`src/design/ura_pkg.sv`:
```
`timescale 1ns / 1ps
// ----------------------------------------------------------------------------
// ura_pkg
// Shared types, codes and helpers of the radix-to-ASCII converter.
// ----------------------------------------------------------------------------
package ura_pkg;

  localparam int unsigned VALUE_BITS        = 64;
  localparam int unsigned VALUE_WIDTH_DEF   = 64;
  localparam int unsigned CHAR_W            = 7;
  localparam int unsigned DIGIT_W           = 4;

  localparam logic [1:0] RADIX_DEC = 2'd0;
  localparam logic [1:0] RADIX_HEX = 2'd1;
  localparam logic [1:0] RADIX_OCT = 2'd2;
  localparam logic [1:0] RADIX_BIN = 2'd3;

  localparam logic [CHAR_W-1:0] CHAR_ZERO = 7'd48;
  localparam logic [CHAR_W-1:0] CHAR_A    = 7'd97;

  typedef struct packed {
    logic load;
    logic step;
    logic rd_en;
    logic pop;
  } ura_cmd_t;

  typedef struct packed {
    logic digit_done;
    logic quot_zero;
    logic cnt_one;
  } ura_sts_t;

  function automatic logic [CHAR_W-1:0] glyph(input logic [DIGIT_W-1:0] d);
    logic [CHAR_W-1:0] ext;
    ext = {{(CHAR_W-DIGIT_W){1'b0}}, d};
    if (d < 4'd10) begin
      glyph = CHAR_ZERO + ext;
    end else begin
      glyph = CHAR_A + ext - 7'd10;
    end
  endfunction

endpackage

```
`src/design/ura_datapath.sv`:
```
`timescale 1ns / 1ps
// ----------------------------------------------------------------------------
// ura_datapath
// Digit extraction unit, digit store and output character register.
// ----------------------------------------------------------------------------
module ura_datapath #(
  parameter int unsigned VALUE_WIDTH = ura_pkg::VALUE_WIDTH_DEF
) (
  input  logic                            clk_i,
  input  logic                            rst_ni,
  input  ura_pkg::ura_cmd_t               cmd_i,
  output ura_pkg::ura_sts_t               sts_o,
  input  logic [ura_pkg::VALUE_BITS-1:0]  value_i,
  input  logic [1:0]                      radix_code_i,
  output logic [ura_pkg::CHAR_W-1:0]      digit_char_o
);

  localparam int unsigned CHUNKS = (VALUE_WIDTH + 7) / 8;
  localparam int unsigned PW     = CHUNKS * 8;
  localparam int unsigned CHW    = (CHUNKS > 1) ? $clog2(CHUNKS) : 1;
  localparam int unsigned DEPTH  = VALUE_WIDTH;
  localparam int unsigned AW     = $clog2(DEPTH);
  // 3277 / 2^15 approximates 1/10; exact for dividends below 16384
  localparam logic [11:0] RECIP10 = 12'd3277;

  logic [PW-1:0]                  val_q, val_d;
  logic [1:0]                     rad_q;
  logic [3:0]                     rem_q, rem_d;
  logic [CHW-1:0]                 chunk_q, chunk_d;
  logic [AW:0]                    cnt_q, cnt_d;
  logic [ura_pkg::DIGIT_W-1:0]    mem [DEPTH];
  logic [ura_pkg::DIGIT_W-1:0]    rd_q;

  logic [11:0]                    dec_x;
  logic [23:0]                    dec_prod;
  logic [7:0]                     dec_q8;
  logic [11:0]                    dec_r12;
  logic [PW+7:0]                  dec_cat;
  logic                           is_dec;
  logic                           chunk_last;
  logic [PW-1:0]                  nxt_val;
  logic [3:0]                     digit;
  logic                           wr_en;
  logic [AW:0]                    rd_ptr;

  assign is_dec     = (rad_q == ura_pkg::RADIX_DEC);
  assign chunk_last = (chunk_q == CHW'(CHUNKS - 1));

  // Long division by ten, one byte of the dividend per cycle, MSB first
  assign dec_x    = {rem_q, val_q[PW-1 -: 8]};
  assign dec_prod = dec_x * RECIP10;
  assign dec_q8   = dec_prod[22:15];
  assign dec_r12  = dec_x - ({4'd0, dec_q8} * 12'd10);
  assign dec_cat  = {val_q, dec_q8};

  always_comb begin
    nxt_val = val_q;
    digit   = 4'd0;
    case (rad_q)
      ura_pkg::RADIX_HEX: begin
        nxt_val = val_q >> 4;
        digit   = val_q[3:0];
      end
      ura_pkg::RADIX_OCT: begin
        nxt_val = val_q >> 3;
        digit   = {1'b0, val_q[2:0]};
      end
      ura_pkg::RADIX_BIN: begin
        nxt_val = val_q >> 1;
        digit   = {3'd0, val_q[0]};
      end
      default: begin
        nxt_val = dec_cat[PW-1:0];
        digit   = dec_r12[3:0];
      end
    endcase
  end

  assign wr_en = cmd_i.step && (!is_dec || chunk_last);

  always_comb begin
    val_d   = val_q;
    rem_d   = rem_q;
    chunk_d = chunk_q;
    cnt_d   = cnt_q;
    if (cmd_i.load) begin
      val_d   = PW'(value_i[VALUE_WIDTH-1:0]);
      rem_d   = 4'd0;
      chunk_d = '0;
      cnt_d   = '0;
    end else if (cmd_i.step) begin
      val_d = nxt_val;
      if (is_dec) begin
        if (chunk_last) begin
          rem_d   = 4'd0;
          chunk_d = '0;
        end else begin
          rem_d   = dec_r12[3:0];
          chunk_d = chunk_q + 1'b1;
        end
      end
      if (wr_en) begin
        cnt_d = cnt_q + 1'b1;
      end
    end else if (cmd_i.pop) begin
      cnt_d = cnt_q - 1'b1;
    end
  end

  always_ff @(posedge clk_i or negedge rst_ni) begin
    if (!rst_ni) begin
      chunk_q <= '0;
      cnt_q   <= '0;
    end else begin
      chunk_q <= chunk_d;
      cnt_q   <= cnt_d;
    end
  end

  always_ff @(posedge clk_i) begin
    val_q <= val_d;
    rem_q <= rem_d;
    if (cmd_i.load) begin
      rad_q <= radix_code_i;
    end
  end

  assign rd_ptr = cnt_q - 1'b1;

  always_ff @(posedge clk_i) begin
    if (wr_en) begin
      mem[cnt_q[AW-1:0]] <= digit;
    end
    if (cmd_i.rd_en) begin
      rd_q <= mem[rd_ptr[AW-1:0]];
    end
  end

  assign sts_o.digit_done = wr_en;
  assign sts_o.quot_zero  = (nxt_val == '0);
  assign sts_o.cnt_one    = (cnt_q == (AW+1)'(1));
  assign digit_char_o     = ura_pkg::glyph(rd_q);

endmodule

```
`src/design/ura_controller.sv`:
```
`timescale 1ns / 1ps
// ----------------------------------------------------------------------------
// ura_controller
// Sequencer: accept, convert, then read back and present each character.
// ----------------------------------------------------------------------------
module ura_controller (
  input  logic              clk_i,
  input  logic              rst_ni,
  input  logic              in_valid_i,
  output logic              in_ready_o,
  output logic              out_valid_o,
  input  logic              out_ready_i,
  input  ura_pkg::ura_sts_t sts_i,
  output ura_pkg::ura_cmd_t cmd_o
);

  typedef enum logic [1:0] {
    ST_IDLE,
    ST_CONV,
    ST_READ,
    ST_SHOW
  } state_e;

  state_e state_q;
  logic   in_ready_q;
  logic   out_valid_q;

  assign cmd_o.load  = in_valid_i && in_ready_q;
  assign cmd_o.step  = (state_q == ST_CONV);
  assign cmd_o.rd_en = (state_q == ST_READ);
  assign cmd_o.pop   = out_valid_q && out_ready_i;

  always_ff @(posedge clk_i or negedge rst_ni) begin
    if (!rst_ni) begin
      state_q     <= ST_IDLE;
      in_ready_q  <= 1'b1;
      out_valid_q <= 1'b0;
    end else begin
      unique case (state_q)
        ST_IDLE: begin
          if (in_valid_i) begin
            state_q    <= ST_CONV;
            in_ready_q <= 1'b0;
          end
        end
        ST_CONV: begin
          if (sts_i.digit_done && sts_i.quot_zero) begin
            state_q <= ST_READ;
          end
        end
        ST_READ: begin
          state_q     <= ST_SHOW;
          out_valid_q <= 1'b1;
        end
        ST_SHOW: begin
          if (out_ready_i) begin
            out_valid_q <= 1'b0;
            if (sts_i.cnt_one) begin
              state_q    <= ST_IDLE;
              in_ready_q <= 1'b1;
            end else begin
              state_q <= ST_READ;
            end
          end
        end
        default: begin
          state_q <= ST_IDLE;
        end
      endcase
    end
  end

  assign in_ready_o  = in_ready_q;
  assign out_valid_o = out_valid_q;

endmodule

```
`src/design/unsigned_radix_to_ascii.sv`:
```
`timescale 1ns / 1ps
// One value is converted at a time: a new value is accepted only after the
// final character of the last one has been transferred.
// A 64-bit value gives at most 20 decimal digits (binary: 64 digits).
// Reset: asynchronous, active low; returns to idle with input ready high.
// ----------------------------------------------------------------------------
// unsigned_radix_to_ascii
// Writes an unsigned number out as ASCII digits in decimal, hex, octal or
// binary, most significant character first, flagging the final one.
// ----------------------------------------------------------------------------
//
// Structure
//   ura_controller  - sequencer: idle, convert, read, show.
//   ura_datapath    - digit extraction, a digit store with one write and one
//                     registered read port, and the character mapping.
//
// Conversion
//   Digits come out least significant first and are written to the store.
//   Power-of-two radices peel one digit per cycle by masking and shifting.
//   Decimal runs a long division by ten over the value, one byte per cycle,
//   using a reciprocal multiply on a 12-bit partial dividend; each full pass
//   yields one remainder digit and leaves the quotient in place.
//   Conversion stops once the quotient is zero, so a zero value still gives
//   the single character '0'.
//
// Emission
//   Read the store from the top entry down; each character is held on the
//   output until its transfer, and last_digit_o marks the final one.
//   Bits of value_i above VALUE_WIDTH are dropped.
//
module unsigned_radix_to_ascii #(
  parameter int unsigned VALUE_WIDTH = ura_pkg::VALUE_WIDTH_DEF
) (
  input  logic                           clk_i,
  input  logic                           rst_ni,
  input  logic                           in_valid_i,
  output logic                           in_ready_o,
  input  logic [ura_pkg::VALUE_BITS-1:0] value_i,
  input  logic [1:0]                     radix_code_i,
  output logic                           out_valid_o,
  input  logic                           out_ready_i,
  output logic [ura_pkg::CHAR_W-1:0]     digit_char_o,
  output logic                           last_digit_o
);

  ura_pkg::ura_cmd_t cmd;
  ura_pkg::ura_sts_t sts;

  // Sequencer: owns the handshake flags
  ura_controller u_ctrl (
    .clk_i       (clk_i),
    .rst_ni      (rst_ni),
    .in_valid_i  (in_valid_i),
    .in_ready_o  (in_ready_o),
    .out_valid_o (out_valid_o),
    .out_ready_i (out_ready_i),
    .sts_i       (sts),
    .cmd_o       (cmd)
  );

  // Datapath: value register, divider step, digit store
  ura_datapath #(
    .VALUE_WIDTH (VALUE_WIDTH)
  ) u_dp (
    .clk_i        (clk_i),
    .rst_ni       (rst_ni),
    .cmd_i        (cmd),
    .sts_o        (sts),
    .value_i      (value_i),
    .radix_code_i (radix_code_i),
    .digit_char_o (digit_char_o)
  );

  // The character shown is the last one left in the store
  assign last_digit_o = sts.cnt_one;

endmodule

```
`config.mk`:
```
export PLATFORM = sky130hd
export DESIGN_NAME = unsigned_radix_to_ascii
export DESIGN_NICKNAME = d
export VERILOG_FILES = /design/src/design/ura_pkg.sv /design/src/design/ura_datapath.sv /design/src/design/ura_controller.sv /design/src/design/unsigned_radix_to_ascii.sv
export SDC_FILE = /design/constraint.sdc
export NUM_CORES = 1
export LEC_CHECK = 0
export ABC_AREA = 1
export BUFFER_PORTS_ARGS = -buffer_cell sky130_fd_sc_hd__buf_2
export CORE_AREA = 2 2 187 189
export CTS_CLUSTER_DIAMETER = 50
export CTS_CLUSTER_SIZE = 14
export DETAILED_ROUTE_END_ITERATION = 10
export DIE_AREA = 0 0 189 191
export GPL_TIMING_DRIVEN = 0
export PLACE_DENSITY = 0.82
export SYNTH_ARGS = -nofsm -noshare
export SYNTH_HDL_FRONTEND = slang
export SYNTH_SLANG_ARGS = --single-unit
export TNS_END_PERCENT = 10
```
`constraint.sdc`:
```
create_clock -name clk_i -period 7.6 [get_ports clk_i]
set_input_delay 2.28 -clock clk_i [delete_from_list [all_inputs] [get_ports clk_i]]
set_output_delay 2.28 -clock clk_i [all_outputs]
set_load 0.02 [all_outputs]
```
# After elaboration in Yosys (flattened, before gate mapping)

Memory sizes are Yosys's and may differ from the RTL's. A register that Yosys moved wholly into a read port is not among the register bits.
Cells that the tools add are included.

Flip-flop bits (word level): 84
Latch bits: 0
Bits in writable memories: 256
Memory bits (read-only): 0
Input bits: 70
Output and inout bits: 10
Logic and storage cells: 79
Memories kept: 1

Memory list:

| memory   | depth | width | read ports | clocked after memory_dff | write ports | line               | source |
|---|---|---|---|---|---|---|---|
| u_dp.mem | 64    | 4     | 1          | 1                        | 1           | ura_datapath.sv:31 | `logic [ura_pkg::DIGIT_W-1:0] mem [DEPTH];` |

$add $sub $neg: 7
Multipliers: 2
Divide/modulo/power cells: 0
Order comparisons: 1
Eq/ne operators: 13
Shifts and indexed selects: 0
Multiplexer cells: 27
Bitwise logic cells: 0
Reductions and logical operators: 20

Operator list:

| operator                                                              | count |
|---|---|
| 64-bit case mux with 3 select lines                                   | 1 |
| 64-bit 2-to-1 mux                                                     | 2 |
| 64-bit logical NOT                                                    | 1 |
| 7-bit 2-to-1 mux                                                      | 5 |
| 12-bit by 12-bit multiplier with 23-bit output, second input constant | 1 |
| 3-bit 2-to-1 mux                                                      | 4 |
| 4-bit case mux with 3 select lines                                    | 1 |
| 2-bit == test, second input constant                                  | 4 |
| 8-bit by 3-bit multiplier with 3-bit output, second input constant    | 1 |
| 2-bit 2-to-1 mux                                                      | 4 |
| 2-bit inequality test, second input constant                          | 4 |
| 2-bit case mux with 4 select lines                                    | 1 |
| 2-bit AND reduction                                                   | 4 |
| 2-bit nonzero test                                                    | 4 |
| 6-bit by 4-bit adder with 7-bit output, first input constant          | 1 |
| 6-bit by 5-bit adder with 7-bit output, first input constant          | 1 |
| 7-bit by 1-bit adder with 7-bit output, second input constant         | 1 |
| 7-bit by 1-bit == test with 1-bit output, second input constant       | 1 |
| 7-bit by 1-bit subtractor with 7-bit output, second input constant    | 1 |
| 7-bit by 4-bit subtractor with 7-bit output, second input constant    | 1 |
| 1-bit 2-to-1 mux                                                      | 6 |
| 2-bit by 1-bit == test with 1-bit output, second input constant       | 2 |
| 1-bit logical AND                                                     | 4 |
| 2-bit logical NOT                                                     | 2 |
| 12 further kinds                                                      | 13 |

# Depth between registers and ports, before layout

Depth in word-level cells: 7
Mapped depth: 28
Mapped depth without buffers: 28

# Cells and area by module

Synthesis repeated with hierarchy kept, for this count alone.

Cell total of the unflattened synthesis: 2015
Area total of the unflattened synthesis: 19212.2 sq um

Modules (own cells, without submodules):

| module         | instances | cells an instance | area an instance (sq um) | seq. area each (sq um) |
|---|---|---|---|---|
| ura_datapath   | 1         | 1977              | 18966.9                  | 10119.7 |
| ura_controller | 1         | 38                | 245.2                    | 101.3 |

# Least setup slack after synthesis

No wires, ideal clock.

Kind: flip-flop to flip-flop
From: register u_dp.val_q[62]
To: memory u_dp.mem[0][3] (netlist bit) (data pin)
Setup time: 0.702 ns
Arrival time: 7.174 ns
Required time: 6.898 ns
Setup slack: -0.275 ns
Cell stages (with the launch flop): 22
Path buffers: 0
Period minus slack after synthesis: 7.875 ns
Path through: edfxtp_1 ha_1 inv_1 fa_1 inv_1 fa_1 fa_1 inv_1 fa_1 inv_1 ha_1 nand2_1 o21ai_0 a21oi_1 nand2_1 nand2_1 nand2_1 ha_1 fa_1 xor2_1 xor2_1 o21ai_0

Word-level cells in the longest chain between the ends: 4

Ends and longest elaborated chain:

| what                                           | line                | source |
|---|---|---|
| start: declaration                             | ura_datapath.sv:26  | `logic [PW-1:0] val_q, val_d;` |
| start signal: assignment                       | ura_datapath.sv:121 | `val_q <= val_d;` |
| 12-bit by 12-bit multiplier with 23-bit output | ura_datapath.sv:51  | `assign dec_prod = dec_x * RECIP10;` |
| 8-bit by 3-bit multiplier with 3-bit output    | ura_datapath.sv:53  | `assign dec_r12 = dec_x - ({4'd0, dec_q8} * 12'd10);` |
| 4-bit subtractor                               | ura_datapath.sv:53  |  |
| 4-bit case mux with 3 select lines             | ura_datapath.sv:59  | `case (rad_q)` |
| named net u_dp.digit[3]                        | ura_datapath.sv:42  | `logic [3:0] digit;` |
| end: declaration                               | ura_datapath.sv:31  |  |

The timed path passes the listed nets, and every way through them passes these cells.

# Worst setup path in the final report

From: register u_dp.val_q[62]
To: memory u_dp.mem[38][3] (netlist bit) (data pin)

The elaborated chain is that of the path after synthesis.

==> impl_metrics.env <==
export IMPL_clock_root_buffer="clkbuf_16"
export IMPL_clock_fmax_mhz=156
export IMPL_detailed_place_hpwl_um=40100
export IMPL_clockBufferDepth=3
export IMPL_post_cts_resized=0
export IMPL_tritoncts="yes"
export IMPL_period_minus_slack_ps=6410
export IMPL_clock_latency_ps=550
export IMPL_worst_setup_path_type="reg2reg"
export IMPL_detailedRoute_firstPassIterationCount=8
export IMPL_critical_path_peak_fanout=38
export IMPL_core_area_sq_um=34100
export IMPL_outcome="complete, no violations"
export IMPL_portBuffers=78
export IMPL_signal_arrival_time_at_the_worst_endpoint_ps=6770
export IMPL_grt_pass1_vias=15600
export IMPL_globalRouteTotalUtil=0.313
export IMPL_async_flop_share=0.0407
export IMPL_placed_cells=2539
export IMPL_floorplan_die_area_sq_um=36100
export IMPL_cts_setup_buffers=0
export IMPL_htree_levels=2
export IMPL_clock_skew_final_ps=29.4
export IMPL_synthesis_area_sq_um=19200
export IMPL_die_x_um=189
export IMPL_finalNetCount=2319
export IMPL_route_detailed_vias_per_inst=6.16
export IMPL_type_of_the_most_critical_hold_path="reg2reg"
export IMPL_rsz0062_at_grt="false"
export IMPL_num_vias=16000
export IMPL_fraction_of_the_core_area_covered_by_cells_at_the_end_of_the_flow=0.629
export IMPL_grt_start_max_net_pins=66
export IMPL_ys_seq_area_frac=0.531
export IMPL_most_common_layout_cells="nand2_1, nor2_1, edfxtp_1"
export IMPL_drcViolationCount=0
export IMPL_grt_pass1_wl_um=86100
export IMPL_finalHoldViolations=0
export IMPL_drt_total_wl_um=56200
export IMPL_layout_commonest_cell="nand2_1"
export IMPL_synth_cells=2001
export IMPL_final_layout_size_suffix_gt1_frac=0.0835
export IMPL_required_ps=7960
export IMPL_final_critical_path_setup_slack_ps=1190
export IMPL_critical_path_endpoint_type="register"
export IMPL_cts_hold_buffers=0
export IMPL_detail_route_antenna_nets=0
export IMPL_area_growth_syn_to_layout_pct=11.4
export IMPL_dp_slack_ps=1280
export IMPL_globalRouteOverflowTotal=0
export IMPL_average_cell_area_after_synthesis_sq_um=9.62
export IMPL_worst_setup_hold_path_clk_slew_ps=60
export IMPL_clock_sinks=344
export IMPL_synth_net_count=2199
export IMPL_post_route_period_util=0.843
export IMPL_total_number_of_placement_rows=68
export IMPL_initial_core_utilization=0.564
export IMPL_setup_viol_count_final=0
export IMPL_yosys_cell_types_count=49
export IMPL_insertedDiodeCount=0
export IMPL_initial_antenna_violation_count=1
export IMPL_synth_enable_flop_cells=326
export IMPL_finalWeightedCongestion=0.992
export IMPL_dieHeight_um=191
export IMPL_maxSlewViolCount=0
export IMPL_filler_cell_count=2752
export IMPL_worst_slew_pin_slew_ps=988
export IMPL_fin_cells=2598
export IMPL_drt_first_iter_violations=2373
export IMPL_holdWs_ps=503
export IMPL_max_slew_margin=0.342
export IMPL_wire_per_inst_um=21.6
export IMPL_postSynthRegisterBits=344
export IMPL_cts_inserted_buffers=35
export IMPL_ys_dominant_reg_cell="edfxtp_1"
export IMPL_drv_cap=0
export IMPL_setup_crit_start_kind="register"
export IMPL_io_pins=80
export IMPL_ys_warn_count=0
-- per-stage QoR --
| stage | TNS [ps] | area, sq um |
|---|---|---|
| global route | 0 | 21400 |
| detailed placement | 0 | 20400 |
| finish | 0 | 21400 |
| floorplan | 0 | 19200 |
| CTS | 0 | 21400 |
| global placement | -301660 | 20200 |
-- Yosys cell counts (all sizes together), types with 2 or more instances --
cell type	count	share of area
a21o	3	0.0012
or2	8	0.0026
dfxtp	4	0.0042
mux2i	26	0.014
dfrtp	13	0.017
xor2	9	0.0041
fa	38	0.040
inv	182	0.035
nor3	7	0.0018
nand3b	2	0.00078
nand4	6	0.0020
a31oi	6	0.0020
o2111ai	8	0.0036
edfxtp	326	0.51
o21ai	153	0.040
clkbuf	71	0.014
o221ai	28	0.013
xnor2	4	0.0018
nor2	337	0.066
buf	32	0.0099
o32ai	38	0.017
ha	90	0.059
nand2	361	0.071
o21bai	3	0.0012
o22ai	14	0.0045
o211ai	37	0.014
a21oi	31	0.0081
nand3	153	0.040
-- state kept, by name, summed over array words and instances (netlist names) --
name / flops
u_ctrl.in_ready_o: 1
u_ctrl.out_valid_o: 1
u_ctrl.state_q: 2
u_dp.chunk_q: 3
u_dp.cnt_q: 7
u_dp.mem: 256
u_dp.rad_q: 2
u_dp.rd_q: 4
u_dp.rem_q: 4
u_dp.val_q: 64
-- final cells by class --
| type | count | area [sq um] | share of cell area |
|---|---|---|---|
| Timing Repair Buffer | 83 | 505 | 0.0236 |
| Inverter | 183 | 687 | 0.0320 |
| Tap cell | 455 | 569 | 0.0265 |
| Buffer | 103 | 457 | 0.0213 |
| Clock inverter | 16 | 151 | 0.00706 |
| Sequential cell | 344 | 10200 | 0.477 |
| Clock buffer | 43 | 916 | 0.0427 |
| Multi-Input combinational cell | 1371 | 7940 | 0.370 |
-- worst max-delay path, cell delays in order (launching register included) --
cell	delay, ps
edfxtp_1	610
ha_1	380
inv_1	90
fa_1	550
inv_1	50
fa_1	450
fa_1	490
inv_1	50
fa_1	470
inv_1	60
ha_1	300
nand2_1	150
o21ai_0	130
a21oi_1	170
nand2_1	70
nand2_1	60
nand2_1	100
ha_1	220
fa_1	410
xor2_1	160
xor2_1	260
o21ai_4	680
buf_12	290
-- worst paths after layout --
path / startpoint / to / slack, ps / cells past startpoint
min: u_dp.chunk_q[1] / u_dp.chunk_q[1] / 500 / 1
min in group asynchronous: rst_ni / u_ctrl.out_valid_o / 1640 / 1
min reg2reg: u_dp.chunk_q[1] / u_dp.chunk_q[1] / 500 / 1
max: u_dp.val_q[62] / u_dp.mem[38][3] / 1190 / 22
max in group asynchronous: rst_ni / u_ctrl.in_ready_o / 5650 / 1
max reg2reg: u_dp.val_q[62] / u_dp.mem[38][3] / 1190 / 22
-- cells by family after synthesis --
kind of cell,share of synthesized area
XOR/XNOR,0.00592
buffers and inverters,0.0594
adder cells (fa/ha/maj),0.0980
other,0.000195
multiplexers,0.0135
AND/OR/NAND/NOR,0.185
flip-flops,0.531
AO/OA/AOI/OAI,0.107
-- layer usage --
layer | vias to the layer above | global-route usage | share of wire
met1 | 7515 | 0.426 | 0.38
met3 | 193 | 0.0712 | 0.13
met5 | - | 0 | 0
li1 | 7173 | - | -
met2 | 1119 | 0.490 | 0.44
met4 | 0 | 0.122 | 0.041
Power is not shown: default switching activity piles up to over one toggle a cycle in this logic, so the estimate is an artifact.
